**src/rtl/core/rvt_pkg.sv**
```systemverilog
// shared types and constants for the ray voxel traversal
package rvt_pkg;

  localparam int MAX_CELLS = 64;
  localparam int CNT_W     = $clog2(MAX_CELLS + 1);
  localparam int PW        = 47;
  localparam int BD_W      = 31;
  localparam int KEY_W     = 24;
  localparam int MAG_W     = 16;
  localparam int SH_W      = 5;
  localparam int NPROD     = 9;
  localparam int KIDX_W    = 4;

  typedef enum logic [1:0] {F_IDLE, F_MUL, F_PUSH} front_state_t;
  typedef enum logic {B_IDLE, B_RUN} back_state_t;

  typedef struct packed {
    logic [2:0][KEY_W-1:0] idx;
    logic [2:0][BD_W-1:0]  bd;
    logic [2:0]            neg;
    logic [2:0][MAG_W-1:0] mag;
    logic [5:0][PW-1:0]    pc;
    logic [2:0][PW-1:0]    dm;
    logic [SH_W-1:0]       sh;
  } rvt_ray_t;

  typedef struct packed {
    logic push;
    logic pop;
    logic full;
    logic empty;
  } rvt_qctl_t;

endpackage

```
**src/rtl/core/rvt_front.sv**
```systemverilog
// ray setup: cell index, boundary distances and cross products
module rvt_front (
  input  logic                      clk,
  input  logic                      rst_n,
  input  logic                      start,
  output logic                      busy,
  input  logic signed [31:0]        in_origin_x,
  input  logic signed [31:0]        in_origin_y,
  input  logic signed [31:0]        in_origin_z,
  input  logic signed [15:0]        in_dir_x,
  input  logic signed [15:0]        in_dir_y,
  input  logic signed [15:0]        in_dir_z,
  input  logic [30:0]               in_max_distance,
  input  logic [rvt_pkg::SH_W-1:0]  cell_shift,
  input  logic                      q_full,
  output logic                      q_push,
  output rvt_pkg::rvt_ray_t         q_data
);
  import rvt_pkg::*;

  front_state_t            state_r, state_nxt;
  logic [KIDX_W-1:0]       k_r, k_nxt;
  logic [2:0][KEY_W-1:0]   idx_r;
  logic [2:0][BD_W-1:0]    bd_r;
  logic [2:0]              neg_r;
  logic [2:0][MAG_W-1:0]   mag_r;
  logic [30:0]             dist_r;
  logic [SH_W-1:0]         sh_r;
  logic [NPROD-1:0][PW-1:0] prod_r;

  logic [SH_W-1:0]         sh_eff;
  logic signed [2:0][31:0] org;
  logic signed [2:0][15:0] dir;
  logic [24:0]             cq;
  logic [2:0][KEY_W-1:0]   idx_c;
  logic [2:0][BD_W-1:0]    bd_c;
  logic [2:0]              neg_c;
  logic [2:0][MAG_W-1:0]   mag_c;
  logic [30:0]             opa;
  logic [MAG_W-1:0]        opb;

  always_comb begin
    if (cell_shift < SH_W'(1)) sh_eff = SH_W'(1);
    else if (cell_shift > SH_W'(16)) sh_eff = SH_W'(16);
    else sh_eff = cell_shift;
  end

  assign org = {in_origin_z, in_origin_y, in_origin_x};
  assign dir = {in_dir_z, in_dir_y, in_dir_x};
  assign cq  = 25'(1) << (sh_eff + SH_W'(8));

  always_comb begin
    logic signed [31:0] sq;
    logic [24:0]        low;
    for (int i = 0; i < 3; i++) begin
      sq       = $signed(org[i]) >>> (sh_eff + SH_W'(8));
      idx_c[i] = sq[KEY_W-1:0];
      low      = {1'b0, org[i][23:0]} & (cq - 25'(1));
      neg_c[i] = !($signed(dir[i]) > 16'sd0);
      mag_c[i] = dir[i][15] ? 16'(-dir[i]) : dir[i];
      bd_c[i]  = neg_c[i] ? BD_W'(low) : BD_W'(cq - low);
    end
  end

  always_comb begin
    unique case (k_r)
      4'd0:    begin opa = bd_r[0]; opb = mag_r[1]; end
      4'd1:    begin opa = bd_r[1]; opb = mag_r[0]; end
      4'd2:    begin opa = bd_r[0]; opb = mag_r[2]; end
      4'd3:    begin opa = bd_r[2]; opb = mag_r[0]; end
      4'd4:    begin opa = bd_r[1]; opb = mag_r[2]; end
      4'd5:    begin opa = bd_r[2]; opb = mag_r[1]; end
      4'd6:    begin opa = dist_r;  opb = mag_r[0]; end
      4'd7:    begin opa = dist_r;  opb = mag_r[1]; end
      default: begin opa = dist_r;  opb = mag_r[2]; end
    endcase
  end

  always_comb begin
    state_nxt = state_r;
    k_nxt     = k_r;
    q_push    = 1'b0;
    unique case (state_r)
      F_IDLE: begin
        k_nxt = '0;
        if (start) state_nxt = F_MUL;
      end
      F_MUL: begin
        k_nxt = k_r + KIDX_W'(1);
        if (k_r == KIDX_W'(NPROD - 1)) state_nxt = F_PUSH;
      end
      F_PUSH: begin
        if (!q_full) begin
          q_push    = 1'b1;
          state_nxt = F_IDLE;
        end
      end
      default: state_nxt = F_IDLE;
    endcase
  end

  always_ff @(posedge clk) begin
    if (!rst_n) begin
      state_r <= F_IDLE;
      k_r     <= '0;
    end else begin
      state_r <= state_nxt;
      k_r     <= k_nxt;
    end
  end

  always_ff @(posedge clk) begin
    if (state_r == F_IDLE && start) begin
      idx_r  <= idx_c;
      bd_r   <= bd_c;
      neg_r  <= neg_c;
      mag_r  <= mag_c;
      dist_r <= in_max_distance;
      sh_r   <= sh_eff;
    end
    if (state_r == F_MUL) prod_r[k_r] <= PW'(opa) * PW'(opb);
  end

  assign busy       = (state_r != F_IDLE);
  assign q_data.idx = idx_r;
  assign q_data.bd  = bd_r;
  assign q_data.neg = neg_r;
  assign q_data.mag = mag_r;
  assign q_data.pc  = prod_r[5:0];
  assign q_data.dm  = prod_r[8:6];
  assign q_data.sh  = sh_r;

endmodule

```
**config.mk**
```make
export PLATFORM = sky130hd
export DESIGN_NAME = rvt_front
export DESIGN_NICKNAME = d
export VERILOG_FILES = /design/src/rtl/core/rvt_pkg.sv /design/src/rtl/core/rvt_front.sv
export SDC_FILE = /design/constraint.sdc
export NUM_CORES = 2
export LEC_CHECK = 0
export ABC_AREA = 0
export BUFFER_PORTS_ARGS = -buffer_cell sky130_fd_sc_hd__buf_2
export CORE_ASPECT_RATIO = 0.7
export CORE_MARGIN = 3
export CORE_UTILIZATION = 45
export DETAILED_ROUTE_END_ITERATION = 10
export PLACE_DENSITY = 0.63
export SYNTH_ARGS = -nofsm -noshare
export SYNTH_HDL_FRONTEND = slang
export SYNTH_SLANG_ARGS = --single-unit
export TNS_END_PERCENT = 10
```
**constraint.sdc**
```tcl
create_clock -name clk -period 33.9 [get_ports clk]
set_input_delay 6.78 -clock clk [delete_from_list [all_inputs] [get_ports clk]]
set_output_delay 6.78 -clock clk [all_outputs]
set_load 0.01 [all_outputs]
```
# == After elaboration in Yosys (flattened, before gate mapping) ==
# Cells that the tools add are included.
# totals
ff_bits,666
inputBits,184
out_inout_bits,646
word_cells,101
# classes
add_sub_neg,9
mul,1
magnitude_cmp,7
eq_ne,13
shifts,4
mux,20
bitwise,3
n_reduce_logical,15
# ops
op,count
423-bit bitwise mux,1
47-bit demux with 4-bit select,1
32-bit by 5-bit >>> shifter with 24-bit output,3
31-bit case mux with 3 select lines,1
25-bit by 25-bit subtractor with 26-bit output,3
24-bit by 25-bit AND with 25-bit output,3
25-bit 2-to-1 mux,3
"16-bit by 1-bit > comparator with 1-bit output, second input constant",3
16-bit negator,3
31-bit by 16-bit multiplier with 47-bit output,1
47-bit 2-to-1 mux,1
15-bit 2-to-1 mux,3
16-bit case mux with 2 select lines,1
"1-bit by 5-bit << shifter with 25-bit output, first input constant",1
"25-bit by 1-bit subtractor with 25-bit output, second input constant",1
"4-bit by 3-bit equality test with 1-bit output, second input constant",4
5-bit 2-to-1 mux,2
"4-bit by 2-bit equality test with 1-bit output, second input constant",2
4-bit case mux with 2 select lines,1
2-bit 2-to-1 mux,3
"2-bit != test, second input constant",3
2-bit case mux with 3 select lines,1
2-bit OR reduction,3
3-bit OR reduction,2
other kinds (17),22

# == Longest topological paths before layout ==
# logic_depth
ltp_word,9
depth_mapped,35
depth_no_buf,32

# == Least setup slack after synthesis ==
# No wires, ideal clock.
# synth_path
path_kind,in2reg
startpoint,input port start
endpoint,"register dist_r[0], enable pin"
setup_time_ps,839
arrival_ps,16547
required_ps,33061
slack_ps,16514
stages,2
n_path_buf,0
path_cell_list,inv_1 nor2_1
# synth_via
elab_chain_len,1
# synth_lines
element,line_no,text
from (decl),rvt_front.sv:5,"input logic start,"
1-bit logical AND,rvt_front.sv:113,if (state_r == F_IDLE && start) begin
to (signal assigned),rvt_front.sv:118,dist_r <= in_max_distance;
to (decl),rvt_front.sv:27,logic [30:0] dist_r;
# No other way between the ends.
# A chain may end at the register's enable or synchronous reset.

# == Worst setup path after layout ==
# layout_path
startpoint,input port q_full
endpoint,output port q_push
# layout_via
elab_chain_len,2
# layout_lines
element,line_no,text
from (decl),rvt_front.sv:15,"input logic q_full,"
1-bit 2-to-1 mux,rvt_front.sv:93,if (!q_full) begin
1-bit 2-to-1 mux,rvt_front.sv:83,unique case (state_r)
to (decl),rvt_front.sv:16,"output logic q_push,"
# No other way between the ends.

==> impl_results.md <==
* Max_cap viols at 0
* Worst-margin pin slew at 1.37 ns
* CTS sink count at between 600 and 700
* Main flop type after synthesis: edfxtp_1
* HPWL after DPL at approximately 120000 um
* First-pass GRT wire length at around 230000 um
* Most frequent cell after synthesis: edfxtp_1
* Die span in y at around 270 um
* Run status: completed
* Yosys reg bits at 666
* Average wire per standard cell at 26.2 um
* CTS max path bufs at 3
* CP max FO at 2
* Startpoint types: input pin
* Die area at ~100000 um2
* Ports at between 800 and 900
* CP arrival at 7.19 ns
* I/O Buffers at approximately 830
* Synth Area per Inst at 11.2 um2
* Via count at 34900
* DRC at 0
* Die width at slightly below 400 um
* TritonRoute pass-1 iters at 6
* Cell variety after synth at 101
* Setup crit end kind: output port
* Total global-route track usage at 30.8%
* Vias per cell at ~5.7
* Worst Setup SP: q_full
* HP Start: k_r[0]$_SDFFE_PN0P_
* Yosys top cell area share at around 44%
* Syn-to-layout area delta at 17.1%
* Worst Skew at approximately 0.055 ns
* CTS buffer count at 66
* Initial antenna violation count at 27
* Detail Route Antenna Nets at 0
* Crit Path Category: in2out
* Mapped Area at between 40000 and 50000 um2
* Final setup vio count at 0
* Syn Inst Count at between 4000 and 5000
* Final Hold Viols at 0
* Final period util at around two fifths
* Required time worst endpoint at about 27 ns
* Number of flops mapped to enable cells by yosys at 660
* Top cells by area, synth: edfxtp_1 44%, fa_1 18%, nand2_1 4.4%
* Sequential share of the synthesized area at 44.3%
* Relative slew slack at between 8 and 9%
* Nets at around 5500
* Slew Viols, Final at 0
* CTS tree: yes
* Largest net degree at the start of global routing at ~160
* Post-synth top cells: 660 x edfxtp_1, 527 x nand2_1, 465 x inv_1, 404 x fa_1, 353 x nor2_1
* Final setup TNS at 0 ns
* Core Area at 98600 um2
* FILL cells at 8725
* Largest area contributor in the netlist: edfxtp_1
* Async SR Flop Fraction at 0%
* Iter 0 DRT Violations at around 3800
* Clk Latency, worst-skew pair at 0.68 ns
* RSZ-0062 raised after global routing: no
* Starting Density at between 40% and 50%
* Final min period at approximately 14 ns
* Row count at 96
* Vias in the first global route at 34000
* Fraction of layout cells with a size suffix above 1 at between 20% and 30%
* F_max at 71.6 MHz
* CTS resizes at 0
* Hold Crit Class: reg2reg
* H-tree Lvls at 3
* Post-CTS Hold Buffers at 0
* Setup repair bufs after CTS at 0
* R2r startpoint: k_r[0]$_SDFFE_PN0P_
* Clk root buf: clkbuf_16
* Final wirelength at approximately 160000 um
* CTS clk-pin slew, worst paths at approximately 0.060 ns
* YS warnings at 0
* GR Overflow Total at 0
* Global placement routability congestion at between 0.9 and 1
==> stage by stage <==
| step | utilization, % | hold WS [ns] | instance area (um2) | cells | setup WS [ns] |
|---|---|---|---|---|---|
| after global routing | 53.5 | 0.613 | 52800 | 6168 | 19.91 |
| final | 53.5 | 0.585 | 52800 | 6172 | 19.93 |
| after global placement | 51.3 | 0.535 | 50600 | 6041 | 19.86 |
| after CTS | 53.5 | 0.586 | 52700 | 6159 | 19.92 |
| after floorplan | - | 0.511 | 45100 | 4032 | 16.51 |
| after detailed placement | 51.3 | 0.579 | 50600 | 6041 | 19.93 |
==> registers in the layout (all words and copies together), names as in the netlist <==
name	count
dist_r	31
k_r	4
neg_r	3
q_data	621
sh_r	5
state_r	2
==> cell families (layout without fill, tap and decap cells) <==
| family | Yosys count | after routing | synth area share, % |
|---|---|---|---|
| flip-flops | 666 | 666 | 44.3 |
| AO/OA/AOI/OAI | 669 | 669 | 10.1 |
| multiplexers | 163 | 163 | 3.69 |
| other | 1 | 15 | 0.00832 |
| XOR/XNOR | 128 | 128 | 2.49 |
| adder cells (fa/ha/maj) | 543 | 543 | 21.8 |
| buffers and inverters | 691 | 1495 | 6.14 |
| AND/OR/NAND/NOR | 1170 | 1170 | 11.5 |
==> worst paths after layout <==
kind	endpoint	slack (ns)	depth (start not counted)
worst max-delay path	q_push	19.93	3
worst min-delay path	k_r[0]$_SDFFE_PN0P_	0.59	2
worst max register to register	q_data[140]$_DFFE_PP_	23.00	29
worst min register to register	k_r[0]$_SDFFE_PN0P_	0.59	2
==> metal layers <==
metal | global-route usage, % | vias up | routed length [um]
met4 | 10.7 | 20 | 6090
li1 | - | 15300 | -
met1 | 42.1 | 17200 | 65800
met3 | 13.5 | 338 | 21700
met2 | 43.7 | 2064 | 68000
met5 | 0 | - | 151
==> worst max-delay path: stages <==
cell and delay [ns]:
buf_2 0.11, nor3b_1 0.15, buf_2 0.16
==> layout make-up <==
type / instances / area [um2] / area share, %
Multi-Input combinational cell: 2675 / 22500 / 42.7
Antenna cell: 13 / 32.5 / 0.0616
Tap cell: 1323 / 1660 / 3.14
Clock inverter: 39 / 358 / 0.678
Clock buffer: 79 / 1740 / 3.30
Sequential cell: 666 / 19900 / 37.8
Inverter: 470 / 1770 / 3.35
Timing Repair Buffer: 907 / 4750 / 9.00
==> cells in the final DEF (no fill, tap or decap), types with 15 or more instances in the layout <==
master	instances
a22oi_1	25
nor2b_1	15
xnor2_1	101
inv_1	465
clkbuf_16	67
xor2_1	27
nand2_1	526
mux2i_1	140
a211oi_1	32
mux2_2	23
or3_1	17
nor3_1	34
ha_1	139
a221o_1	25
a31o_2	17
nor2_1	349
buf_2	829
a21o_1	34
a21oi_1	125
and2_1	45
fa_1	404
nand3_1	43
buf_4	77
edfxtp_1	660
nand2b_1	29
o31ai_1	25
a31oi_1	26
o21ai_0	163
o21a_1	27
Power is not shown: default switching activity piles up to over one toggle a cycle in this logic, so the estimate is an artifact.
