File: config.mk
export PLATFORM = sky130hd
export DESIGN_NAME = rvt_back
export DESIGN_NICKNAME = d
export VERILOG_FILES = /design/src/rtl/core/rvt_pkg.sv /design/src/rtl/core/rvt_back.sv
export SDC_FILE = /design/constraint.sdc
export NUM_CORES = 2
export LEC_CHECK = 0
export BUFFER_PORTS_ARGS = -buffer_cell sky130_fd_sc_hd__buf_4
export CORE_ASPECT_RATIO = 1.2
export CORE_MARGIN = 3
export CORE_UTILIZATION = 35
export CTS_CLUSTER_SIZE = 40
export DETAILED_ROUTE_END_ITERATION = 12
export RECOVER_POWER = 100
export SYNTH_ARGS = -nofsm -noshare
export SYNTH_HDL_FRONTEND = slang
export SYNTH_SLANG_ARGS = --single-unit
File: constraint.sdc
create_clock -name clk -period 20.2 [get_ports clk]
set_input_delay 1.01 -clock clk [delete_from_list [all_inputs] [get_ports clk]]
set_output_delay 1.01 -clock clk [all_outputs]
set_load 0.02 [all_outputs]
File: src/rtl/core/rvt_pkg.sv
// shared types and constants for the ray voxel traversal
package rvt_pkg;

  localparam int MAX_CELLS = 64;
  localparam int CNT_W     = $clog2(MAX_CELLS + 1);
  localparam int PW        = 47;
  localparam int BD_W      = 31;
  localparam int KEY_W     = 24;
  localparam int MAG_W     = 16;
  localparam int SH_W      = 5;
  localparam int NPROD     = 9;
  localparam int KIDX_W    = 4;

  typedef enum logic [1:0] {F_IDLE, F_MUL, F_PUSH} front_state_t;
  typedef enum logic {B_IDLE, B_RUN} back_state_t;

  typedef struct packed {
    logic [2:0][KEY_W-1:0] idx;
    logic [2:0][BD_W-1:0]  bd;
    logic [2:0]            neg;
    logic [2:0][MAG_W-1:0] mag;
    logic [5:0][PW-1:0]    pc;
    logic [2:0][PW-1:0]    dm;
    logic [SH_W-1:0]       sh;
  } rvt_ray_t;

  typedef struct packed {
    logic push;
    logic pop;
    logic full;
    logic empty;
  } rvt_qctl_t;

endpackage

File: src/rtl/core/rvt_back.sv
// grid stepping: one cell key per cycle for the ray at the head of the queue
module rvt_back (
  input  logic                        clk,
  input  logic                        rst_n,
  input  logic                        q_empty,
  output logic                        q_pop,
  input  rvt_pkg::rvt_ray_t           q_data,
  output logic                        out_valid,
  output logic [rvt_pkg::KEY_W-1:0]   out_key_x,
  output logic [rvt_pkg::KEY_W-1:0]   out_key_y,
  output logic [rvt_pkg::KEY_W-1:0]   out_key_z,
  output logic                        out_last,
  output logic                        out_truncated
);
  import rvt_pkg::*;

  back_state_t            state_r, state_nxt;
  logic [2:0][KEY_W-1:0]  idx_r;
  logic [2:0][BD_W-1:0]   bd_r;
  logic [2:0]             neg_r;
  logic [2:0][MAG_W-1:0]  mag_r;
  logic [5:0][PW-1:0]     pc_r;
  logic [2:0][PW-1:0]     dm_r;
  logic [SH_W-1:0]        sh_r;
  logic [CNT_W-1:0]       cnt_r;

  logic                   valid_r;
  logic [2:0][KEY_W-1:0]  key_r;
  logic                   last_r, trunc_r;

  logic                   n01, n02, n12;
  logic [1:0]             ax;
  logic                   zero_m, far, full, brk;
  logic [SH_W-1:0]        s8;
  logic [2:0][PW-1:0]     minc;
  logic [2:0][KEY_W-1:0]  key_c;

  assign n01 = (mag_r[0] != '0) && ((mag_r[1] == '0) || (pc_r[0] < pc_r[1]));
  assign n02 = (mag_r[0] != '0) && ((mag_r[2] == '0) || (pc_r[2] < pc_r[3]));
  assign n12 = (mag_r[1] != '0) && ((mag_r[2] == '0) || (pc_r[4] < pc_r[5]));

  always_comb begin
    if (n01) ax = n02 ? 2'd0 : 2'd2;
    else ax = n12 ? 2'd1 : 2'd2;
  end

  assign s8     = sh_r + SH_W'(8);
  assign zero_m = (mag_r[ax] == '0);
  assign far    = (PW'({bd_r[ax], 14'b0}) > dm_r[ax]);
  assign full   = (cnt_r >= CNT_W'(MAX_CELLS));
  assign brk    = zero_m || far || full;

  always_comb begin
    for (int i = 0; i < 3; i++) begin
      minc[i]  = PW'(mag_r[i]) << s8;
      key_c[i] = (idx_r[i] << sh_r) | (KEY_W'(1) << (sh_r - SH_W'(1)));
    end
  end

  always_comb begin
    state_nxt = state_r;
    q_pop     = 1'b0;
    unique case (state_r)
      B_IDLE: begin
        if (!q_empty) begin
          q_pop     = 1'b1;
          state_nxt = B_RUN;
        end
      end
      B_RUN: begin
        if (brk) state_nxt = B_IDLE;
      end
      default: state_nxt = B_IDLE;
    endcase
  end

  always_ff @(posedge clk) begin
    if (!rst_n) begin
      state_r <= B_IDLE;
      valid_r <= 1'b0;
      last_r  <= 1'b0;
      trunc_r <= 1'b0;
    end else begin
      state_r <= state_nxt;
      valid_r <= (state_r == B_RUN);
      last_r  <= (state_r == B_RUN) && brk;
      trunc_r <= (state_r == B_RUN) && full && !zero_m && !far;
    end
  end

  always_ff @(posedge clk) begin
    if (state_r == B_IDLE) begin
      idx_r <= q_data.idx;
      bd_r  <= q_data.bd;
      neg_r <= q_data.neg;
      mag_r <= q_data.mag;
      pc_r  <= q_data.pc;
      dm_r  <= q_data.dm;
      sh_r  <= q_data.sh;
      cnt_r <= CNT_W'(1);
    end else if (!brk) begin
      idx_r[ax] <= neg_r[ax] ? idx_r[ax] - KEY_W'(1) : idx_r[ax] + KEY_W'(1);
      bd_r[ax]  <= bd_r[ax] + (BD_W'(1) << s8);
      cnt_r     <= cnt_r + CNT_W'(1);
      unique case (ax)
        2'd0: begin
          pc_r[0] <= pc_r[0] + minc[1];
          pc_r[2] <= pc_r[2] + minc[2];
        end
        2'd1: begin
          pc_r[1] <= pc_r[1] + minc[0];
          pc_r[4] <= pc_r[4] + minc[2];
        end
        default: begin
          pc_r[3] <= pc_r[3] + minc[0];
          pc_r[5] <= pc_r[5] + minc[1];
        end
      endcase
    end
    key_r <= key_c;
  end

  assign out_valid     = valid_r;
  assign out_key_x     = key_r[0];
  assign out_key_y     = key_r[1];
  assign out_key_z     = key_r[2];
  assign out_last      = last_r;
  assign out_truncated = trunc_r;

endmodule

* After elaboration in Yosys (flattened, before gate mapping) *
Cells that the tools add are included.

storage, ports and cells
  register bits after elaboration = 727
  bits of input ports = 647

operators by class
  add/sub/neg operators = 12
  order comparisons = 7
  eq/ne operators = 5
  shifts and indexed selects = 8
  muxes and demuxes = 36
  bitwise gates (word level) = 4
  reductions and logical operators = 25

operators by type and width
  operator                                           number
  two-way mux 282 bit                                2
  two-way mux 47 bit                                 7
  adder 47 bit                                       6
  two-way mux 93 bit                                 2
  two-way mux 72 bit                                 2
  less-than comparator 47 bit                        3
  left shift 16 x 5 -> 47 bit                        3
  binary-select mux 47 bit (select 2 bit)            1
  bitwise mux 93 bit                                 1
  bitwise mux 72 bit                                 1
  two-way mux 24 bit                                 3
  bitwise OR 24 bit                                  3
  left shift 24 x 5 -> 24 bit                        3
  binary-select mux 31 bit (select 2 bit)            1
  demux 31 bit (select 2 bit)                        1
  two-way mux 31 bit                                 2
  binary-select mux 24 bit (select 2 bit)            1
  demux 24 bit (select 2 bit)                        1
  logical NOT 16 bit                                 3
  > comparator 45 x 47 -> 1 bit                      1
  binary-select mux 16 bit (select 2 bit)            1
  nonzero test 16 bit                                2
  adder 31 bit                                       1
  left shift 1 x 5 -> 31 bit (first input constant)  1
  24 further kinds                                   45

* Logic depth before layout (Yosys ltp) *
  depth after elaboration = 12
  depth in mapped cells = 31
  gate-level depth less buffers = 27

* Least setup slack after synthesis *
Ideal clock, no wire load.

  path type = register -> register
  from = register pc_r[46] (netlist bit)
  to = register bd_r[0] (netlist bit) (enable)
  arrival = 15,969 ps
  slack = 3,368 ps
  stages on the path, launching flop included = 29
  buffers on the path = 7
  period minus slack after synthesis = 16,832 ps
  cell sequence = edfxtp_1 > ha_1 > nand4_1 > or4_1 > a31oi_1 > o41ai_1 > o311a_1 > buf_6 > nor2_1 > clkbuf_1 > clkbuf_1 > clkbuf_1 > buf_1 > a21oi_1 > ha_1 > a21o_1 > a21o_1 > a21o_1 > a21o_1 > a21o_1 > a21oi_1 > o21ai_1 > a221o_1 > a221oi_1 > o22a_1 > nand2b_1 > clkbuf_1 > buf_2 > o21ai_0

on the way
  longest elaborated chain between the ends = 10
  elaborated cells between the ends (all ways) = 15
  those cells by class = order compare: 2; eq/ne: 1; mux: 7; reduce/logical: 5

ends and longest elaborated chain
  what                                                                 RTL line                        source
  start, declared                                                      rvt_back.sv:22                  logic [5:0][PW-1:0] pc_r;
  start signal, assigned                                               rvt_back.sv:97                  pc_r <= q_data.pc;
  less-than comparator 47 bit *                                        rvt_back.sv:38                  assign n01 = (mag_r[0] != '0) && ((mag_r[1] == '0) || (pc_r[0] < pc_r[1]));
  logical OR 1 bit *                                                   rvt_back.sv:38
  logical AND 1 bit *                                                  rvt_back.sv:38
  two-way mux 2 bit *                                                  rvt_back.sv:43                  if (n01) ax = n02 ? 2'd0 : 2'd2;
  binary-select mux 31 bit (select 2 bit) (tied with other cells)      rvt_back.sv:49                  assign far = (PW'({bd_r[ax], 14'b0}) > dm_r[ax]);
  two-way mux 31 bit (not written as such) (tied with other cells)     rvt_back.sv:49
  > comparator 45 x 47 -> 1 bit or logical NOT 16 bit (tied branches)  rvt_back.sv:49, rvt_back.sv:48
  logical OR 1 bit * (2 in a row)                                      rvt_back.sv:51                  assign brk = zero_m || far || full;
  inequality test 2 bit (no source line) *                             n/a
  end signal, assigned                                                 rvt_back.sv:94                  bd_r <= q_data.bd;
  end signal, assigned by index                                        rvt_back.sv:103                 bd_r[ax] <= bd_r[ax] + (BD_W'(1) << s8);
  end, declared                                                        rvt_back.sv:19                  logic [2:0][BD_W-1:0] bd_r;

Mark *: on every way between the ends. The rest lies on a longest branch, timed or not. The select of a mux whose other input is x is not followed.
A chain may end at the register's enable or synchronous reset.

* Worst setup path in the final report *
  from = register mag_r[32] (netlist bit)
  to = register idx_r[17] (netlist bit) (enable)

on the way
  longest elaborated chain between the ends = 11
  elaborated cells between the ends (all ways) = 19
  those cells by class = order compare: 1; eq/ne: 1; mux: 9; reduce/logical: 8

ends and longest elaborated chain
  what                                                                 RTL line                        source
  start, declared                                                      rvt_back.sv:21                  logic [2:0][MAG_W-1:0] mag_r;
  start signal, assigned                                               rvt_back.sv:96                  mag_r <= q_data.mag;
  logical NOT 16 bit                                                   rvt_back.sv:39, rvt_back.sv:40
  logical OR 1 bit, on equally long branches                           rvt_back.sv:40, rvt_back.sv:39
  logical AND 1 bit, on equally long branches                          rvt_back.sv:40, rvt_back.sv:39
  two-way mux 2 bit, on equally long branches                          rvt_back.sv:44, rvt_back.sv:43
  two-way mux 2 bit                                                    rvt_back.sv:43
  binary-select mux 31 bit (select 2 bit) (tied with other cells)      rvt_back.sv:49
  two-way mux 31 bit (not written as such) (tied with other cells)     rvt_back.sv:49
  > comparator 45 x 47 -> 1 bit or logical NOT 16 bit (tied branches)  rvt_back.sv:49, rvt_back.sv:48
  logical OR 1 bit * (2 in a row)                                      rvt_back.sv:51
  inequality test 2 bit (no source line) *                             n/a
  end signal, assigned                                                 rvt_back.sv:93                  idx_r <= q_data.idx;
  end signal, assigned by index                                        rvt_back.sv:102                 idx_r[ax] <= neg_r[ax] ? idx_r[ax] - KEY_W'(1) : idx_r[ax] + KEY_W'(1);
  end, declared                                                        rvt_back.sv:18                  logic [2:0][KEY_W-1:0] idx_r;

Marks and branches as above.

==> flow_summary.json <==
{
  "grt_pass1_vias": 48100,
  "end_kind": "flop",
  "critPathKind": "reg -> reg",
  "report.final.setup_viol": 0,
  "drc": 0,
  "status": "finished with violations",
  "period_needed_ns": 14.29,
  "dr_total_vias": 48500,
  "cts_setup_buffers": 0,
  "grtUsageTotal_pct": 28.9,
  "maxSlewViolCount": 882,
  "rows": 158,
  "clk_pin_slew_worst_paths_ns": 0.06,
  "cts_tree": "yes",
  "drt-initial-drc-count": 4097,
  "seq_area_frac_synth_pct": 38.3,
  "htree_levels": 3,
  "cap_violations": 14,
  "hpwlAfterDp_mm": 194,
  "fp.dieH_um": 439,
  "synthFlopType": "edfxtp_1",
  "fillers": 15400,
  "detail_route.vias_per_cell": 5.72,
  "dieArea_um2": 161000,
  "drive_above_1_share_pct": 17.1,
  "area_growth_syn_to_layout_pct": 18.4,
  "worstMarginPinSlew_ns": 7.93,
  "ctsHoldBuffers": 0,
  "clock_latency_ns": 0.73,
  "stdcell_area_um2": 64800,
  "place.gp.congestion": 1.01,
  "gr-total-overflow": 0,
  "rsz0062_at_grt": "false",
  "fin_crit_sh_pct": 70.8,
  "fmax_mhz": 70.0,
  "cp-start-kind": "flop",
  "worst_clock_skew_ns": 0.0447,
  "stdcell_count": 8475,
  "grt_start_max_net_pins": 165,
  "relSlewSlack_pct": -429,
  "met1_length_mm": 90.5,
  "synthCells": 5679,
  "synth.distinct_cells": 95,
  "critical_path.max_stage_delay_ns": 2.46,
  "ant_nets": 0,
  "cts.sinks": 727,
  "detail_route.wl_per_cell_um": 28.5,
  "syn_avg_cell_area_um2": 9.64,
  "grt_pass1_wl_mm": 336,
  "synthArstFlopShare_pct": 0,
  "nNetsFinal": 7466,
  "core_um2": 155000,
  "routed_wl_mm": 242,
  "cts_resized": 0,
  "syn_area_um2": 54800,
  "place_area_um2": 62500,
  "placed_cells": 8299,
  "cts_root_buf": "clkbuf_16",
  "power_density_nw_per_um2": 216,
  "fp.dieW_um": 367,
  "ir_worst_vdd_mv": 0.140,
  "critPathSlowestCell": "clkbuf_1",
  "yosysWarningCount": 0,
  "crit_arrival_ns": 14.53,
  "holdCritPathClass": "in -> reg",
  "antenna_found_initial": 27,
  "clockBufferDepth": 3,
  "hold-worst-slack_ns": 0.488,
  "syn-num-nets": 6833,
  "leakage_nw": 27.9,
  "synth_edf_count": 644,
  "initial_core_util_pct": 35.3,
  "path_common_cell": "a21o_1",
  "dr_wl_met2_mm": 118,
  "setup_ws_ns": 5.91,
  "ios": 723,
  "io_buffers": 722,
  "first_pass_iters": 9,
  "setup_tns_ns": 0,
  "crit_chain": "nor4_1, nand4_1, nor2b_1, nor4_1, a21oi_1, nand2_1, nor2_1, clkbuf_1, o21ai_0, ha_1, a21o_1, a21o_1, a21o_1, a21o_1, a21o_1, a21oi_1, o21ai_0, a221o_1, a221oi_1, o22a_1, nand2b_1, o21ai_4, clkbuf_1",
  "crit_fanout": 74,
  "dp_slack_ns": 10.36,
  "numCtsBuffers": 91,
  "wl_met3_mm": 17.4,
  "routed.top_layer": "met5",
  "yosys_register_bits": 727,
  "violations": "capacitance limit, slew limit",
  "hold_viol": 0,
  "required_ns": 20.43
}
worst paths after layout:
check,end,start,cells after the start,slack (ns)
worst min register to register,cnt_r[6],cnt_r[6],2,0.50
worst min-delay path,dm_r[103],q_data[108],1,0.49
worst max-delay path,idx_r[17],mag_r[32],23,5.91
worst max register to register,idx_r[17],mag_r[32],23,5.91
where the power goes:
group,internal [mW],switching (mW)
Sequential,2.62,0.475
Combinational,3.40,5.82
Clock,0.942,0.726
Total,6.96,7.02
metal layers:
metal / GRT usage, % / vias to the layer above
met5: 0 / -
met2: 50.7 / 2133
met3: 5.38 / 502
met1: 32.9 / 23400
met4: 16.2 / 12
li1: - / 22500
stage by stage:
| step | util, % | power [mW] |
|---|---|---|
| 2_1_floorplan | - | 9.56 |
| 3_3_place_gp | 40.3 | 12.2 |
| 3_5_place_dp | 40.3 | 12.3 |
| 4_1_cts | 42.2 | 14.0 |
| 5_1_grt | 41.8 | 15.0 |
| 6_report | 41.8 | 14.0 |
cell usage after synthesis, types with 20 or more instances:
| cell type | instances | area, um^2 |
|---|---|---|
| edfxtp_1 | 644 | 19300 |
| a21oi_1 | 575 | 2880 |
| nand2_1 | 517 | 1940 |
| ha_1 | 499 | 6240 |
| nor2_1 | 402 | 1510 |
| o21ai_0 | 351 | 1760 |
| inv_1 | 256 | 961 |
| mux2_2 | 255 | 2870 |
| xnor2_1 | 205 | 1800 |
| clkbuf_1 | 198 | 743 |
| a21o_1 | 193 | 1450 |
| mux2i_1 | 181 | 1810 |
| o2bb2ai_1 | 145 | 1270 |
| xor2_1 | 89 | 780 |
| nand3_1 | 88 | 440 |
| nor2b_1 | 85 | 532 |
| dfxtp_1 | 83 | 1660 |
| nand2b_1 | 66 | 413 |
| nor3_1 | 60 | 300 |
| nand4_1 | 59 | 369 |
| a211oi_1 | 58 | 435 |
| o21a_1 | 52 | 390 |
| buf_1 | 51 | 191 |
| a31oi_1 | 50 | 313 |
| and2_1 | 40 | 250 |
| o21bai_1 | 37 | 278 |
| o22ai_1 | 35 | 219 |
| and3_1 | 34 | 213 |
| nor4_1 | 31 | 194 |
| o31ai_1 | 29 | 218 |
| or3_1 | 20 | 125 |
critical path: cells and delay by family, from the launching register on:
family	cells	cell delay, ns
buffers and inverters	2	4.86
AND/OR/NAND/NOR	7	4.43
AO/OA/AOI/OAI	13	3.48
flip-flops	1	0.51
adder cells (fa/ha/maj)	1	0.41
sequential cells by signal (all words and copies together), names as in the netlist, 3 cells and up:
| name | cells |
|---|---|
| idx_r | 72 |
| bd_r | 93 |
| out_key_y | 24 |
| sh_r | 5 |
| out_key_x | 24 |
| pc_r | 282 |
| neg_r | 3 |
| mag_r | 48 |
| out_key_z | 24 |
| dm_r | 141 |
| cnt_r | 7 |
kinds of logic (layout without fill, tap and decap cells):
kind of cell / after synthesis / count (layout) / synth area share (%)
AOI/OAI and AO/OA: 1726 / 1726 / 20.1
xor gates and xnor gates: 295 / 295 / 4.73
adders and majority gates: 507 / 507 / 11.7
buffers and inverters: 513 / 1220 / 3.55
DFF: 727 / 727 / 38.3
muxes: 454 / 454 / 9.29
other: 0 / 9 / 0
and+or+nand+nor: 1457 / 1457 / 12.3
area by class of cell:
class	instances	area [um^2]	share of cell area [%]
tap	2080	2600	4.01
timing repair buffer	794	5530	8.53
clock inverter	53	556	0.857
multi-input combinational	4439	31800	49.0
clock buffer	114	2370	3.66
inverter	259	975	1.50
sequential	727	21000	32.4
antenna	9	22.5	0.0347
placed cells by master, fill, tap and decap left out, drive strengths merged, types with 14 or more instances in the layout:
master	n
nor2	402
nor2b	85
o31ai	32
mux4	17
clkbuf	403
dfxtp	83
o21bai	37
a211oi	60
or3	20
ha	499
xnor2	206
clkinv	35
a21o	193
a31oi	51
nor4	34
and3	34
xor2	89
mux2i	182
nand4	60
a21boi	14
o2bb2ai	145
o211ai	15
a31o	18
a21oi	575
nand2b	66
inv	262
and2	42
nand2	517
buf	505
edfxtp	644
nor3	62
o21a	52
o21ai	365
o22ai	35
mux2	255
nand3	88
Power figures use the tool's default switching activity.
