--- src/rtl/core/rvt_pkg.sv ---
// shared types and constants for the ray voxel traversal
package rvt_pkg;

  localparam int MAX_CELLS = 64;
  localparam int CNT_W     = $clog2(MAX_CELLS + 1);
  localparam int PW        = 47;
  localparam int BD_W      = 31;
  localparam int KEY_W     = 24;
  localparam int MAG_W     = 16;
  localparam int SH_W      = 5;
  localparam int NPROD     = 9;
  localparam int KIDX_W    = 4;

  typedef enum logic [1:0] {F_IDLE, F_MUL, F_PUSH} front_state_t;
  typedef enum logic {B_IDLE, B_RUN} back_state_t;

  typedef struct packed {
    logic [2:0][KEY_W-1:0] idx;
    logic [2:0][BD_W-1:0]  bd;
    logic [2:0]            neg;
    logic [2:0][MAG_W-1:0] mag;
    logic [5:0][PW-1:0]    pc;
    logic [2:0][PW-1:0]    dm;
    logic [SH_W-1:0]       sh;
  } rvt_ray_t;

  typedef struct packed {
    logic push;
    logic pop;
    logic full;
    logic empty;
  } rvt_qctl_t;

endpackage

--- src/rtl/core/rvt_queue.sv ---
// two-entry queue of set-up rays between front and back
module rvt_queue (
  input  logic               clk,
  input  logic               rst_n,
  input  rvt_pkg::rvt_qctl_t ctl_in,
  output rvt_pkg::rvt_qctl_t ctl_out,
  input  rvt_pkg::rvt_ray_t  wr_data,
  output rvt_pkg::rvt_ray_t  rd_data
);
  import rvt_pkg::*;

  rvt_ray_t   mem_r [2];
  logic       wp_r, rp_r;
  logic [1:0] cnt_r;
  logic       do_push, do_pop;

  assign do_push = ctl_in.push && (cnt_r != 2'd2);
  assign do_pop  = ctl_in.pop && (cnt_r != 2'd0);

  always_ff @(posedge clk) begin
    if (!rst_n) begin
      wp_r  <= 1'b0;
      rp_r  <= 1'b0;
      cnt_r <= '0;
    end else begin
      if (do_push) wp_r <= !wp_r;
      if (do_pop) rp_r <= !rp_r;
      cnt_r <= cnt_r + 2'(do_push) - 2'(do_pop);
    end
  end

  always_ff @(posedge clk) begin
    if (do_push) mem_r[wp_r] <= wr_data;
  end

  assign rd_data       = mem_r[rp_r];
  assign ctl_out.push  = do_push;
  assign ctl_out.pop   = do_pop;
  assign ctl_out.full  = (cnt_r == 2'd2);
  assign ctl_out.empty = (cnt_r == 2'd0);

endmodule

--- config.mk ---
export PLATFORM = sky130hd
export DESIGN_NAME = rvt_queue
export DESIGN_NICKNAME = d
export VERILOG_FILES = /design/src/rtl/core/rvt_pkg.sv /design/src/rtl/core/rvt_queue.sv
export SDC_FILE = /design/constraint.sdc
export NUM_CORES = 1
export LEC_CHECK = 0
export BUFFER_PORTS_ARGS = -buffer_cell sky130_fd_sc_hd__clkbuf_2
export CORE_AREA = 2 2 504 506
export CTS_BUF_LIST = sky130_fd_sc_hd__clkbuf_8
export DETAILED_ROUTE_END_ITERATION = 8
export DIE_AREA = 0 0 506 508
export SLEW_MARGIN = 5
export SYNTH_ARGS = -nofsm -noshare
export SYNTH_HDL_FRONTEND = slang
export SYNTH_SLANG_ARGS = --single-unit
--- constraint.sdc ---
create_clock -name clk -period 59.3 [get_ports clk]
set_clock_uncertainty 0.2 [all_clocks]
set_input_delay 5.93 -clock clk [delete_from_list [all_inputs] [get_ports clk]]
set_output_delay 5.93 -clock clk [all_outputs]
set_load 0.02 [all_outputs]
; Word-level counts from Yosys, hierarchy flattened
; Memory sizes are Yosys's and may differ from the RTL's. A register that Yosys moved wholly into a read port is not among the register bits.
; Cells that the tools add are included.
[word_totals]
register_bits = 4
mem_bits_rw = 1288
in_bits = 650
elab_cells = 18
memories = 1
[mem_list]
columns = memory, depth, width, read_ports, rd_ports_with_merged_regs, write_ports, line
row1 = mem_r, 2, 644, 1, 1, 1, rvt_queue.sv:12  ; rvt_ray_t mem_r [2];
[op_classes]
n_addsub = 2
eq_ne = 2
mux = 4
reduce_logical = 6
[op_table]
columns = cell, n
row1 = $mux 1, 4
row2 = $add 2x1->2, 1
row3 = $eq 2x2->1 const B, 1
row4 = $logic_and 1x1->1, 2
row5 = $logic_not 1->1, 2
row6 = $logic_not 2->1, 1
row7 = $ne 2x2->1 const B, 1
row8 = $reduce_bool 2->1, 1
row9 = $sub 2x1->2, 1

; Longest topological paths before layout
; Gate-level depths: netlist of run 1.
[logic_depth]
ltp_word = 4
ltp_mapped = 8

; Worst setup path after synthesis of run 1
; No wires, ideal clock.
[synth_path]
path_type = input -> register
start = input ctl_in[3] (netlist bit)
end = memory mem_r[0][0] (netlist bit), enable pin
setup_ns = 1.669
t_arrival_ns = 32.662
required_ns = 57.431
path_slack_ns = 24.769
path_stages = 2
n_path_buf = 0
cell_sequence = nand2_1 nor2_1
[synth_via]
elab_chain_cells = 3
[synth_rtl]
columns = element, line
row1 = from (decl), rvt_queue.sv:5  ; input rvt_pkg::rvt_qctl_t ctl_in,
row2 = $logic_and 1x1->1, rvt_queue.sv:17  ; assign do_push = ctl_in.push && (cnt_r != 2'd2);
row3 = $mux 1, rvt_queue.sv:33  ; if (do_push) mem_r[wp_r] <= wr_data;
row4 = $mux 1 (implied by the code), rvt_queue.sv:33
row5 = to (decl), rvt_queue.sv:12
; No other way between the ends.

==> results.md, run 1 <==
Run status:
- The run finished with clean final reports.

Yosys:
- The biggest area contributor in the post-synthesis netlist is sky130_fd_sc_hd__edfxtp_1.
- The proportion of synthesized area in mux cells is 16.6%.
- Counting every instance in the synthesized netlist gives 2034.
- For this run, the leading register cell type out of synthesis is sky130_fd_sc_hd__edfxtp_1.
- The number of warnings printed during yosys synthesis is 0.
- The commonest cells after synthesis are 1288 x sky130_fd_sc_hd__edfxtp_1, 484 x sky130_fd_sc_hd__mux2_2, 160 x sky130_fd_sc_hd__mux2_4.
- Ranked by total cell area, the synthesized netlist is headed by sky130_fd_sc_hd__edfxtp_1 82%, sky130_fd_sc_hd__mux2_2 12%, sky130_fd_sc_hd__mux2_4 5.1%, sky130_fd_sc_hd__buf_2 0.56%, sky130_fd_sc_hd__buf_6 0.45%.
- The simple-gate area share of the yosys netlist is 0.132%.
- Of all flip-flops after synthesis, the portion carrying an async set or reset was 0%.
- Counting flops and latches in the post-synthesis netlist gives 1293.
- The part of the Yosys area used for sequential elements is 82.0%.
- The area of the mapped netlist is 0.0473 sq mm.
- The number of nets handed over by synthesis was 2686.
- Yosys mapped the design onto 19 distinct sky130hd cell types.
- The average cell area after synthesis is 23.2 sq um.
- Yosys mapped a number of flops with a built-in enable equal to 1288.
- After Yosys synthesis, full adders, half adders and majority gates account for 0.0529% of the synthesized area.
- The library cell with the highest instance count after synthesis is sky130_fd_sc_hd__edfxtp_1.
- The combinational family with the most area after synthesis is multiplexers.
- Of the post-synthesis cell area, the dominant cell type holds 81.8%.
- The xor-xnor portion of the synthesized cell area is 0.0371%.
- The compound-cell area share of the yosys netlist is 0.0159%.

Floorplanning:
- The total area inside the core boundary comes to 0.252 sq mm.
- The die covers 0.257 sq mm.
- Once the floorplan was initialized, standard cells occupied 18.7% of the core.
- The I/O pin count is 1298.
- The chip height is 508 um.
- The number of core rows is 185.
- The die is 506 um wide.

Global route:
- The number of antenna violations at the first check in global routing is 183.
- Entering global routing, the biggest net connects 139 pins.
- The total overflow left after global routing is 0.
- The via count of the first global-routing pass is 26500.
- The first global-routing pass estimated 225 mm of wire.
- In the global route stage, overall resource usage came out at 12.8%.

Setup path:
- The worst-case register-to-register setup slack is 53300 ps.
- The dominant cell type by count on the critical path is sky130_fd_sc_hd__clkbuf_2.
- At the worst endpoint, the required time is 53170 ps.
- In this run the critical register-to-register path is captured at mem_r[0][484].
- For this run, the slowest stage of the critical path takes 190 ps.
- The depth of the most critical reg-to-reg path is 8.
- The slowest stage cell on the critical path is sky130_fd_sc_hd__nand2_1.
- In this design, the largest share of critical-path delay is due to buffers and inverters.
- The start-to-end type of the worst setup path is in -> out.
- Traced cell by cell, the critical path runs through clkbuf_2 > nand2_1 > inv_1 > clkbuf_2.
- The worst setup path is captured at an output pin.
- The worst setup path is launched from a primary input.
- The critical path buffer and inverter count is 3.
- The critical path data arrival time is 6440 ps.
- Along the worst path, the maximum fanout reaches 4.
- The worst register-to-register path begins at cnt_r[0].

Finish:
- At the end of the flow, the number of nets in the layout was 4163.
- Relative to the synthesized area, the layout overhead comes to 31.0%.
- Cells with a size suffix above 1 make up 60.9% of the layout.

Detailed routing:
- In the final routed layout, each cell accounts on average for 24.5 um.
- The final layout contains routed wiring with a total length of 174 mm.
- For this run, the detailed router's first-pass iteration total came to 5.
- The via count of the routed design is 26200.
- The count of nets left with antenna violations once routing finished came out at 0.
- The number of DRC markers in iteration 0 is 1950.
- After detailed routing, the number of remaining DRC violations is 0.
- The detail-routed via count per cell is 3.69.

Placement:
- Once detailed placement completed, the half-perimeter wirelength came to 136 mm.
- Routability-driven placement finished with a final weighted congestion of 0.881.
- The number of buffer cells added on primary ports is 1295.
- Before CTS, the worst setup slack after placement is 46730 ps.

Timing:
- The upper clock frequency limit is 79.5 MHz.
- The minimum period implied by the final worst setup slack is 12570 ps.
- The final total negative setup slack is 0 ps.
- The number of max-slew violations in the final report came to 0.
- The worst path uses 21.2% of the clock period.
- Setup repair after global routing left no endpoint under its margin.
- Measured against its own limit, the worst slew margin works out to 30.0%.
- The final setup slack of the worst path is 46730 ps.
- The total setup violations reported at the end of the flow is 0.
- The total count of hold-check failures in the final report is 0.
- Final hold analysis gives a worst-case slack of 325 ps.
- The worst-margin pin slew is 1050 ps.

Power:
- The maximum resistive drop on vdd is 0.0308 mV.
- The power density relative to cell area is 46.5 mW/mm^2.
- The leakage power is 23.0 nW.

Hold path:
- The hold path endpoint is rp_r.
- The number of cells on the worst hold path is 2.
- The worst hold path startpoint is rp_r.
- The type of the most critical hold path is reg -> reg.

Clock network:
- After clock tree synthesis, the setup repair step added 0 buffers.
- The number of levels in the clock H-tree is 4.
- The number of buffers created by CTS is 225.
- The worst-skew pair later-pin latency is 920 ps.
- In this run the clock root is driven by a sky130_fd_sc_hd__clkbuf_8.
- The CTS tree is yes.
- The clock passes through at most 4 buffers.
- In this run, post-CTS repair resized a total of 0 instances.
- The post-cts hold buffer count is 0.
- The CTS clock-pin slew for the worst setup and hold paths is 60 ps.
- The clock drives 1293 sinks.

Flow run:
- The tool flagged a number of max-cap violations equal to 0.
## flip-flops by register name (all words and copies together) (netlist names), named ones only
register / count
rp_r: 1
cnt_r: 2
wp_r: 1
mem_r: 1288
## stage by stage
step | total power [mW] | utilization (%) | cells | cell area, sq um
6_report | 2.88 | 24.5 | 7097 | 61900
5_1_grt | 3.01 | 24.5 | 7056 | 61800
4_1_cts | 2.94 | 24.5 | 7045 | 61800
3_5_place_dp | 2.17 | 22.9 | 6650 | 57700
3_3_place_gp | 2.16 | 22.9 | 6650 | 57700
2_1_floorplan | 1.94 | - | 2034 | 47300
## worst reg2reg max path, stage by stage, from the launching register on
cell                       delay [ps]
sky130_fd_sc_hd__dfxtp_1          380
sky130_fd_sc_hd__nand2b_1         170
sky130_fd_sc_hd__nand2_1          170
sky130_fd_sc_hd__nor2_4           470
sky130_fd_sc_hd__buf_4            710
sky130_fd_sc_hd__buf_4            940
sky130_fd_sc_hd__buf_4            890
sky130_fd_sc_hd__buf_4            730
sky130_fd_sc_hd__buf_4            830
## worst max path at each step
| stage | startpoint | slack, ps | to | cells past startpoint |
|---|---|---|---|---|
| 4_1_cts | flop | 46480 | rd_data[442] | 7 |
| 5_1_grt | flop | 46280 | rd_data[442] | 7 |
| 3_3_place_gp | ctl_in[3] | 46730 | ctl_out[3] | 4 |
| 3_5_place_dp | ctl_in[3] | 46730 | ctl_out[3] | 4 |
| 6_report | ctl_in[3] | 46730 | ctl_out[3] | 4 |
| 2_1_floorplan | ctl_in[3] | 24770 | mem_r[0][0] | 2 |
## cell families (layout without fill, tap and decap cells)
| kind of cell | after synthesis | after routing |
|---|---|---|
| XOR/XNOR | 2 | 2 |
| multiplexers | 645 | 645 |
| other | 0 | 52 |
| AND/OR/NAND/NOR | 13 | 13 |
| flip-flops | 1293 | 1293 |
| adder cells (fa/ha/maj) | 2 | 2 |
| AO/OA/AOI/OAI | 1 | 1 |
| buffers and inverters | 78 | 1723 |
## metal layers
metal / vias to the layer above / part of all wire, % / GRT usage (%) / wire length (um)
li1: 11200 / - / - / -
met1: 13000 / 35 / 13.7 / 60800
met2: 1484 / 45 / 20.1 / 78700
met3: 426 / 16 / 8.85 / 27900
met4: 98 / 3.2 / 4.26 / 5600
met5: - / 0.37 / 0 / 644
## cell type report
class / instances / area [sq um]
clock inverters: 169 / 931
multi-input cells: 663 / 7990
fillers: 26000 / 190000
diodes: 52 / 130
repair buffers: 1324 / 6750
inverters: 4 / 15.0
flip-flops and latches: 1293 / 38800
clock buffers: 226 / 3110
well taps: 3366 / 4210
## cells in the final DEF, fill, tap and decap left out
cell type,instances
sky130_fd_sc_hd__nor3_1,1
sky130_fd_sc_hd__xnor2_1,1
sky130_fd_sc_hd__diode_2,52
sky130_fd_sc_hd__buf_12,4
sky130_fd_sc_hd__ha_1,2
sky130_fd_sc_hd__clkinv_1,50
sky130_fd_sc_hd__and2_1,2
sky130_fd_sc_hd__clkinv_2,23
sky130_fd_sc_hd__dfxtp_1,4
sky130_fd_sc_hd__o21a_1,1
sky130_fd_sc_hd__nor2_1,4
sky130_fd_sc_hd__buf_4,25
sky130_fd_sc_hd__nor2_4,1
sky130_fd_sc_hd__and3_4,1
sky130_fd_sc_hd__clkbuf_2,1295
sky130_fd_sc_hd__nand2_1,2
sky130_fd_sc_hd__clkbuf_8,226
sky130_fd_sc_hd__edfxtp_1,1288
sky130_fd_sc_hd__mux2_4,160
sky130_fd_sc_hd__xor2_1,1
sky130_fd_sc_hd__inv_6,1
sky130_fd_sc_hd__inv_8,3
sky130_fd_sc_hd__nand2b_1,2
sky130_fd_sc_hd__inv_1,81
sky130_fd_sc_hd__clkinv_4,3
sky130_fd_sc_hd__dfxtp_4,1
sky130_fd_sc_hd__clkinvlp_4,4
sky130_fd_sc_hd__mux2_2,484
sky130_fd_sc_hd__bufinv_16,8
sky130_fd_sc_hd__mux2i_1,1
## power breakdown
| part | leakage [nW] | switching (mW) | internal, mW |
|---|---|---|---|
| clock network | 2.35 | 0.363 | 0.388 |
| logic | 8.54 | 0.599 | 0.315 |
| registers | 12.1 | 0.0337 | 1.18 |
Power figures use the tool's default switching activity.
==> inputs of run 2 (changes only) <==
Settings changed: CORE_AREA 2 2 504 506 to 2 2 502 504, DIE_AREA 0 0 506 508 to 0 0 504 506.
Clock period 59.3 ns to 11.4 ns, I/O delays scaled along.
==> run 2 against run 1 <==
Against the previous run: clock power grew to 5.5 times the previous value; total power grew to 5.3 times the previous value; die area is 0.79% lower; core utilization is 0.47 points higher; critical path depth stayed put; critical endpoint is now rd_data[481]; largest power group unchanged; highest routed layer unchanged.
==> results.md, run 2 (synthesis gave the netlist of run 1 again) <==
Clock network:
- TritonCTS built the clock tree.
- The number of levels in the clock H-tree is 4 (unchanged).
- The worst-skew pair later-pin latency was 940 ps (+20 ps).
- The post-CTS setup-driven buffer insertion count is 0 (unchanged).
- The number of buffers created by CTS is 216 (-4.0%).
- The CTS clock-pin slew for the worst setup and hold paths was 60 ps (about the same).
- The maximum root-to-sink buffer count is 3 (-1).
- The root buffer cell chosen for the clock tree is sky130_fd_sc_hd__clkbuf_8.
- The number of sinks driven by the clock tree came to 1293 (unchanged).

Placement:
- The post-placement cell area was 0.0578 sq mm (about the same).
- The post-DP HPWL came to 139 mm (+2.0%).
- The number of buffer cells added on primary ports is 1295 (unchanged).
- The final weighted congestion in routability-driven placement was 0.896 (+1.7%).

Floorplanning:
- The die footprint is 0.255 sq mm (-0.79%).
- The die outline width is 504 um (-0.40%).
- The I/O pin count is 1298 (unchanged).
- The number of core rows is 184 (-0.54%).
- The core region area is 0.250 sq mm (-0.91%).
- The effective utilization at floorplan is 18.9% (+0.17 points).
- The chip height was 506 um (-0.39%).

Finish:
- The net total in the final layout is 4185 (+0.53%).
- The largest registers in the layout are mem_r (1288), cnt_r (2).
- The number of flip-flops under the largest register name is 1288 (unchanged).
- Leaving out fill and tap cells, the most frequent cell in the layout is sky130_fd_sc_hd__clkbuf_2.
- The top cell types in the final layout, fill and taps aside, are 1295 x sky130_fd_sc_hd__clkbuf_2, 1288 x sky130_fd_sc_hd__edfxtp_1, 484 x sky130_fd_sc_hd__mux2_2, 224 x sky130_fd_sc_hd__clkbuf_8, 160 x sky130_fd_sc_hd__mux2_4.
- The proportion of layout cells with a drive suffix above 1 is 60.9% (about the same).
- The layout-stage area growth over the synthesis result is 32.3%.
- The largest register by flop count is mem_r.
- The share of the core filled with cells was 25.0% (+0.47 points).
- The final non-filler cell area is 0.0625 sq mm (+0.97%).

Detailed routing:
- The wire length after detailed routing is 177 mm (+1.8%).
- The via count of the routed design is 26400 (+0.60%).
- The detail-routed via count per cell is 3.71 (+0.60%).
- The DRC violation count after routing is 0 (unchanged).
- The number of DRC markers in iteration 0 was 1758 (-9.8%).
- The number of nets with antenna violations after detailed routing is 0 (unchanged).
- The first-pass detailed-route iteration total came to 5 (unchanged).
- The post-detailed-route wirelength per cell was 24.9 um (+1.8%).

Timing:
- Dividing the final minimum period by the clock period gives 48.6%.
- The total count of hold-check failures in the final report is 0 (unchanged).
- The total setup violations reported at the end of the flow came to 0 (unchanged).
- Setup repair after global routing left no endpoint under its margin.
- The minimum period implied by the final worst setup slack is 5540 ps.
- The max-slew headroom at the worst pin was 30.9% (+0.83 points).
- Timing would allow up to 181 MHz.
- The worst-margin pin slew is 1040 ps (-12.5 ps).
- The number of max-slew violations in the final report is 0 (unchanged).
- The final total negative setup slack is 0 ps (unchanged).

Setup path:
- The worst setup path is captured at an output pin.
- The worst setup path endpoint is rd_data[481].
- The endpoint identified for the worst register-to-register timing path is mem_r[1][436].
- The endpoint required time on the critical path came to 10060 ps (-43110 ps).
- The startpoint of the lowest-slack register-to-register path is cnt_r[0].
- The critical path data arrival time is 4200 ps (-2240 ps).
- The highest net fanout along the worst path is 126 (+122).
- STA classifies the critical path startpoint as a flop.
- The critical path in this run is classified as reg -> out.
- The depth of the most critical reg-to-reg path is 5 (-3).
- The worst-case register-to-register setup slack is 7600 ps (-45700 ps).

Global route:
- The global routing stage identified its most utilized layer as met2.
- The via count of the first global-routing pass came to 26800 (+1.3%).
- The met1 usage is 13.3% (-0.43 points).
- The number of antenna violations at the first check in global routing is 196 (+7.1%).
- The global routing usage on met2 is 21.4% (+1.3 points).
- The global-route wire length before repair is 231 mm (+2.8%).
- The global-route track usage on met3 was 10.1% (+1.2 points).
- The all-layer global routing usage is 13.3% (+0.49 points).
- The largest net degree at the start of global routing was 127 (-8.6%).
- The total congestion overflow was 0 (unchanged).

Power:
- The leakage power is 23.2 nW (+0.87%).
- The maximum resistive drop on vdd is 0.160 mV (+420%).
- The overall power after layout is 15.2 mW (+430%).
- The power density relative to cell area is 242 mW/mm^2 (+420%).

Hold path:
- The type of the most critical hold path is in -> reg.

Run status:
- The flow ran to the end, and the final reports show no timing, DRC or antenna violations.

Flow run:
- The max-cap check violation count is 0 (unchanged).
==> run 2: worst max-delay path, cell delays in order, from the launching register on <==
cell and delay [ps]:
sky130_fd_sc_hd__dfxtp_4 740, sky130_fd_sc_hd__buf_12 520, sky130_fd_sc_hd__buf_4 840, sky130_fd_sc_hd__mux2_2 500, sky130_fd_sc_hd__clkbuf_2 190
==> run 2: repair_timing <==
action | in CTS | in global routing
endpoints found under the hold margin | 58 | 0
hold buffers | 34 | 0
resized for setup | 0 | 0
setup endpoints to repair | 0 | 0
==> run 2: power breakdown <==
group          total, mW  switching (mW)  internal [mW]
Combinational       4.73            3.07           1.66
Clock               4.12            1.95           2.18
Sequential          6.30           0.169           6.13
Total               15.2            5.19           9.96
==> run 2: layout make-up <==
| class | instances | area, sq um |
|---|---|---|
| timing repair buffer | 1355 | 7130 |
| clock buffer | 224 | 3080 |
| fill | 25700 | 188000 |
| inverter | 4 | 15.0 |
| sequential | 1293 | 38800 |
| clock inverter | 157 | 1200 |
| multi-input combinational | 663 | 7990 |
| antenna | 53 | 133 |
| tap | 3348 | 4190 |
==> run 2: per-stage QoR <==
step / setup WS, ps / instances / hold slack, ps
after detailed placement: 6850 / 6629 / 326
after CTS: 5720 / 7044 / 0.0442
after global placement: 6900 / 6629 / 309
after global routing: 5590 / 7060 / 43.9
final: 5860 / 7097 / 164
after floorplan: 9.95 / 2034 / 281
==> run 2: worst min path at each step <==
stage / cells after the start / slack, ps / start / end
finish: 1 / 160 / wr_data[292] / mem_r[0][292]
CTS: 1 / 0.04 / wr_data[316] / mem_r[1][316]
floorplan: 2 / 280 / rp_r / flop
detailed placement: 2 / 330 / rp_r / flop
global route: 1 / 40 / wr_data[59] / mem_r[0][59]
global placement: 2 / 310 / rp_r / rp_r
==> run 2: routing by layer <==
metal / vias up / part of all wire, % / routed length [um]
met3: 463 / 17 / 29400
met1: 13000 / 34 / 59800
met4: 124 / 3.2 / 5710
met2: 1454 / 46 / 81100
met5: - / 0.45 / 787
li1: 11300 / - / -
==> inputs of run 3 (changes only) <==
Clock period 11.4 ns to 4.9 ns, I/O delays scaled along.
==> run 3 against run 2 <==
Against the previous run: combinational power rose to 2.6 times the previous value; sequential power grew 130%; total power is 140% higher; cell count increased by 16%; sequential share of layout area shrank 9.3 points; die area unchanged; cell area rose by 18%; register-to-register slack lost 5200 ps; global-route usage is 0.50 points higher; worst hold slack worse by 27 ps; routed wire length up 3.9%; first-iteration DRC count up 22%; critical path type unchanged; largest power group unchanged.
==> results.md, run 3 (synthesis gave the netlist of run 1 again) <==
Placement:
- The post-placement cell area came to 0.0584 sq mm (+1.2%).
- The final weighted congestion in routability-driven placement is 0.892 (-0.40%).
- The post-DP HPWL is 137 mm (-1.6%).
- The post-placement setup slack is 1850 ps (-5000 ps).
- The number of buffer cells added on primary ports was 1295 (unchanged).

Floorplanning:
- The I/O pin count was 1298 (unchanged).
- The effective utilization at floorplan came to 18.9% (unchanged).
- The die outline width is 504 um (unchanged).
- The core region area came to 0.250 sq mm (unchanged).
- The number of core rows was 184 (unchanged).
- The chip height is 506 um (unchanged).
- The die footprint is 0.255 sq mm (unchanged).

Timing:
- Setup repair after global routing left no endpoint under its margin.
- The final setup slack of the worst path was 1040 ps (-4830 ps).
- The total setup violations reported at the end of the flow is 0 (unchanged).
- In the finished design, the share of the clock period the worst path needs comes to 78.9%.
- The total count of hold-check failures in the final report came to 0 (unchanged).
- Derived from the worst setup path, the maximum achievable clock frequency is 259 MHz.
- The worst hold margin was 136 ps (-27.5 ps).
- The max-slew headroom at the worst pin was 39.8% (+8.9 points).
- The number of max-slew violations in the final report was 0 (unchanged).
- The final total negative setup slack was 0 ps (unchanged).
- The worst-margin pin slew was 903 ps (-133 ps).
- The worst path needs 3860 ps of the cycle, external delays included.

Finish:
- The number of flip-flops under the largest register name came to 1288 (unchanged).
- The final non-filler cell area is 0.0735 sq mm (+18%).
- Leaving out fill and tap cells, the most frequent cells in the layout are 1295 x sky130_fd_sc_hd__clkbuf_2, 1288 x sky130_fd_sc_hd__edfxtp_1, 1076 x sky130_fd_sc_hd__dlygate4sd3_1, 484 x sky130_fd_sc_hd__mux2_2, 220 x sky130_fd_sc_hd__clkbuf_8.
- The largest register by flop count is mem_r.
- The final-layout fill cell count is 24700 (-4.0%).
- The net total in the final layout is 5296 (+27%).
- In the final layout, the registers with the most flip-flops are mem_r (1288), cnt_r (2).
- The proportion of layout cells with a drive suffix above 1 is 48.0% (-13 points).
- The commonest non-fill, non-tap cell in the layout is sky130_fd_sc_hd__clkbuf_2.
- Compared with the post-synthesis result, the final layout area differs by 55.6%.

Setup path:
- Traced cell by cell, the critical path runs through buf_12 > buf_4 > mux2_2 > clkbuf_2.
- The critical path startpoint category is a flop.
- The slowest stage cell on the critical path is sky130_fd_sc_hd__dfxtp_4.
- The highest net fanout along the worst path was 34 (-73%).
- Broken down by cell family, the worst path's largest delay share belongs to buffers and inverters.
- The delay of the slowest cell on the worst path is 770 ps (-70 ps).
- The endpoint required time on the critical path is 4210 ps (-5850 ps).
- The worst setup path is captured at an output pin.
- The critical path data arrival time is 3170 ps (-1030 ps).
- The start-to-end type of the worst setup path is reg -> out.
- The critical path buffer and inverter count is 3 (unchanged).

Clock network:
- The post-CTS setup-driven buffer insertion count came to 0 (unchanged).
- The CTS clock-pin slew for the worst setup and hold paths is 60 ps (about the same).
- The maximum root-to-sink buffer count came to 3 (unchanged).
- The post-CTS resize count is 0 (unchanged).
- The post-cts hold buffer count is 1075 (+3100%).
- The number of buffers created by CTS is 219 (+1.4%).
- The tree is rooted in a sky130_fd_sc_hd__clkbuf_8.
- TritonCTS built the clock tree.
- The worst-skew pair later-pin latency came to 920 ps (-20 ps).
- The number of levels in the clock H-tree is 4 (unchanged).
- The number of sinks driven by the clock tree was 1293 (unchanged).

Detailed routing:
- The post-detailed-route wirelength per cell is 22.3 um (-10%).
- The via count of the routed design was 31000 (+18%).
- The first-pass detailed-route iteration total is 5 (unchanged).
- The DRC violation count after routing is 0 (unchanged).
- The wire length after detailed routing came to 184 mm (+3.9%).
- The number of DRC markers in iteration 0 was 2145 (+22%).
- The detail-routed via count per cell came to 3.77 (+1.4%).
- The number of nets with antenna violations after detailed routing is 0 (unchanged).

Global route:
- The number of antenna violations at the first check in global routing is 145 (-26%).
- The all-layer global routing usage is 13.8% (+0.50 points).
- The largest net degree at the start of global routing is 122 (-3.9%).
- The via count of the first global-routing pass is 32500 (+21%).
- The global-route wire length before repair is 249 mm (+7.9%).
- The total congestion overflow is 0 (unchanged).

Hold path:
- The type of the most critical hold path is in -> reg.

Power:
- The overall power after layout came to 36.2 mW (+140%).
- The power density relative to cell area is 492 mW/mm^2 (+100%).
- The leakage power is 27.8 nW (+20%).
- The maximum resistive drop on vdd is 0.326 mV (+100%).

Run status:
- The flow ran to the end, and the final reports show no timing, DRC or antenna violations.

Flow run:
- The max-cap check violation count is 0 (unchanged).
run 3: changes by cell type in the layout (fill, tap and decap cells not counted), moves of 4 or more:
cell / change
sky130_fd_sc_hd__buf_12: +13
sky130_fd_sc_hd__buf_4: +53
sky130_fd_sc_hd__bufinv_16: -6
sky130_fd_sc_hd__clkbuf_8: -4
sky130_fd_sc_hd__clkinv_1: +27
sky130_fd_sc_hd__clkinv_2: +6
sky130_fd_sc_hd__diode_2: +19
sky130_fd_sc_hd__dlygate4sd3_1: +1042
sky130_fd_sc_hd__inv_1: -6
run 3: layout make-up:
type                    count  area, sq um  area share, %
flip-flops and latches   1293        38800           52.7
diodes                     72          180          0.245
multi-input cells         663         8000           10.9
inverters                   4         15.0         0.0204
well taps                3348         4190           5.70
repair buffers           2463        18200           24.8
clock inverters           175         1130           1.53
clock buffers             220         3030           4.12
run 3: power by group:
part / switching, mW / internal [mW] / total [mW]
Combinational: 7.55 / 4.65 / 12.2
Sequential: 0.424 / 14.2 / 14.7
Clock: 4.64 / 4.70 / 9.34
Total: 12.6 / 23.6 / 36.2
run 3: layer usage:
metal / GRT usage [%] / vias to the layer above / routed length [um]
met5: 0 / - / 572
met4: 5.14 / 86 / 7000
met3: 6.78 / 418 / 21200
met2: 21.9 / 1586 / 83500
met1: 16.1 / 15400 / 71400
li1: - / 13500 / -
run 3: final timing paths:
kind                startpoint       endpoint  slack, ps  cells past startpoint
setup / recovery          flop    rd_data[78]       1040                      4
hold / removal    wr_data[233]  mem_r[1][233]        140                      2
setup reg to reg      cnt_r[0]  mem_r[1][561]       2400                      4
hold reg to reg           rp_r           flop        320                      2
run 3: metrics by stage:
step / cells / utilization, %
after detailed placement: 6695 / 23.4
final: 8238 / 29.4
after CTS: 8165 / 29.3
after global placement: 6695 / 23.4
after global routing: 8183 / 29.4
after floorplan: 2034 / -
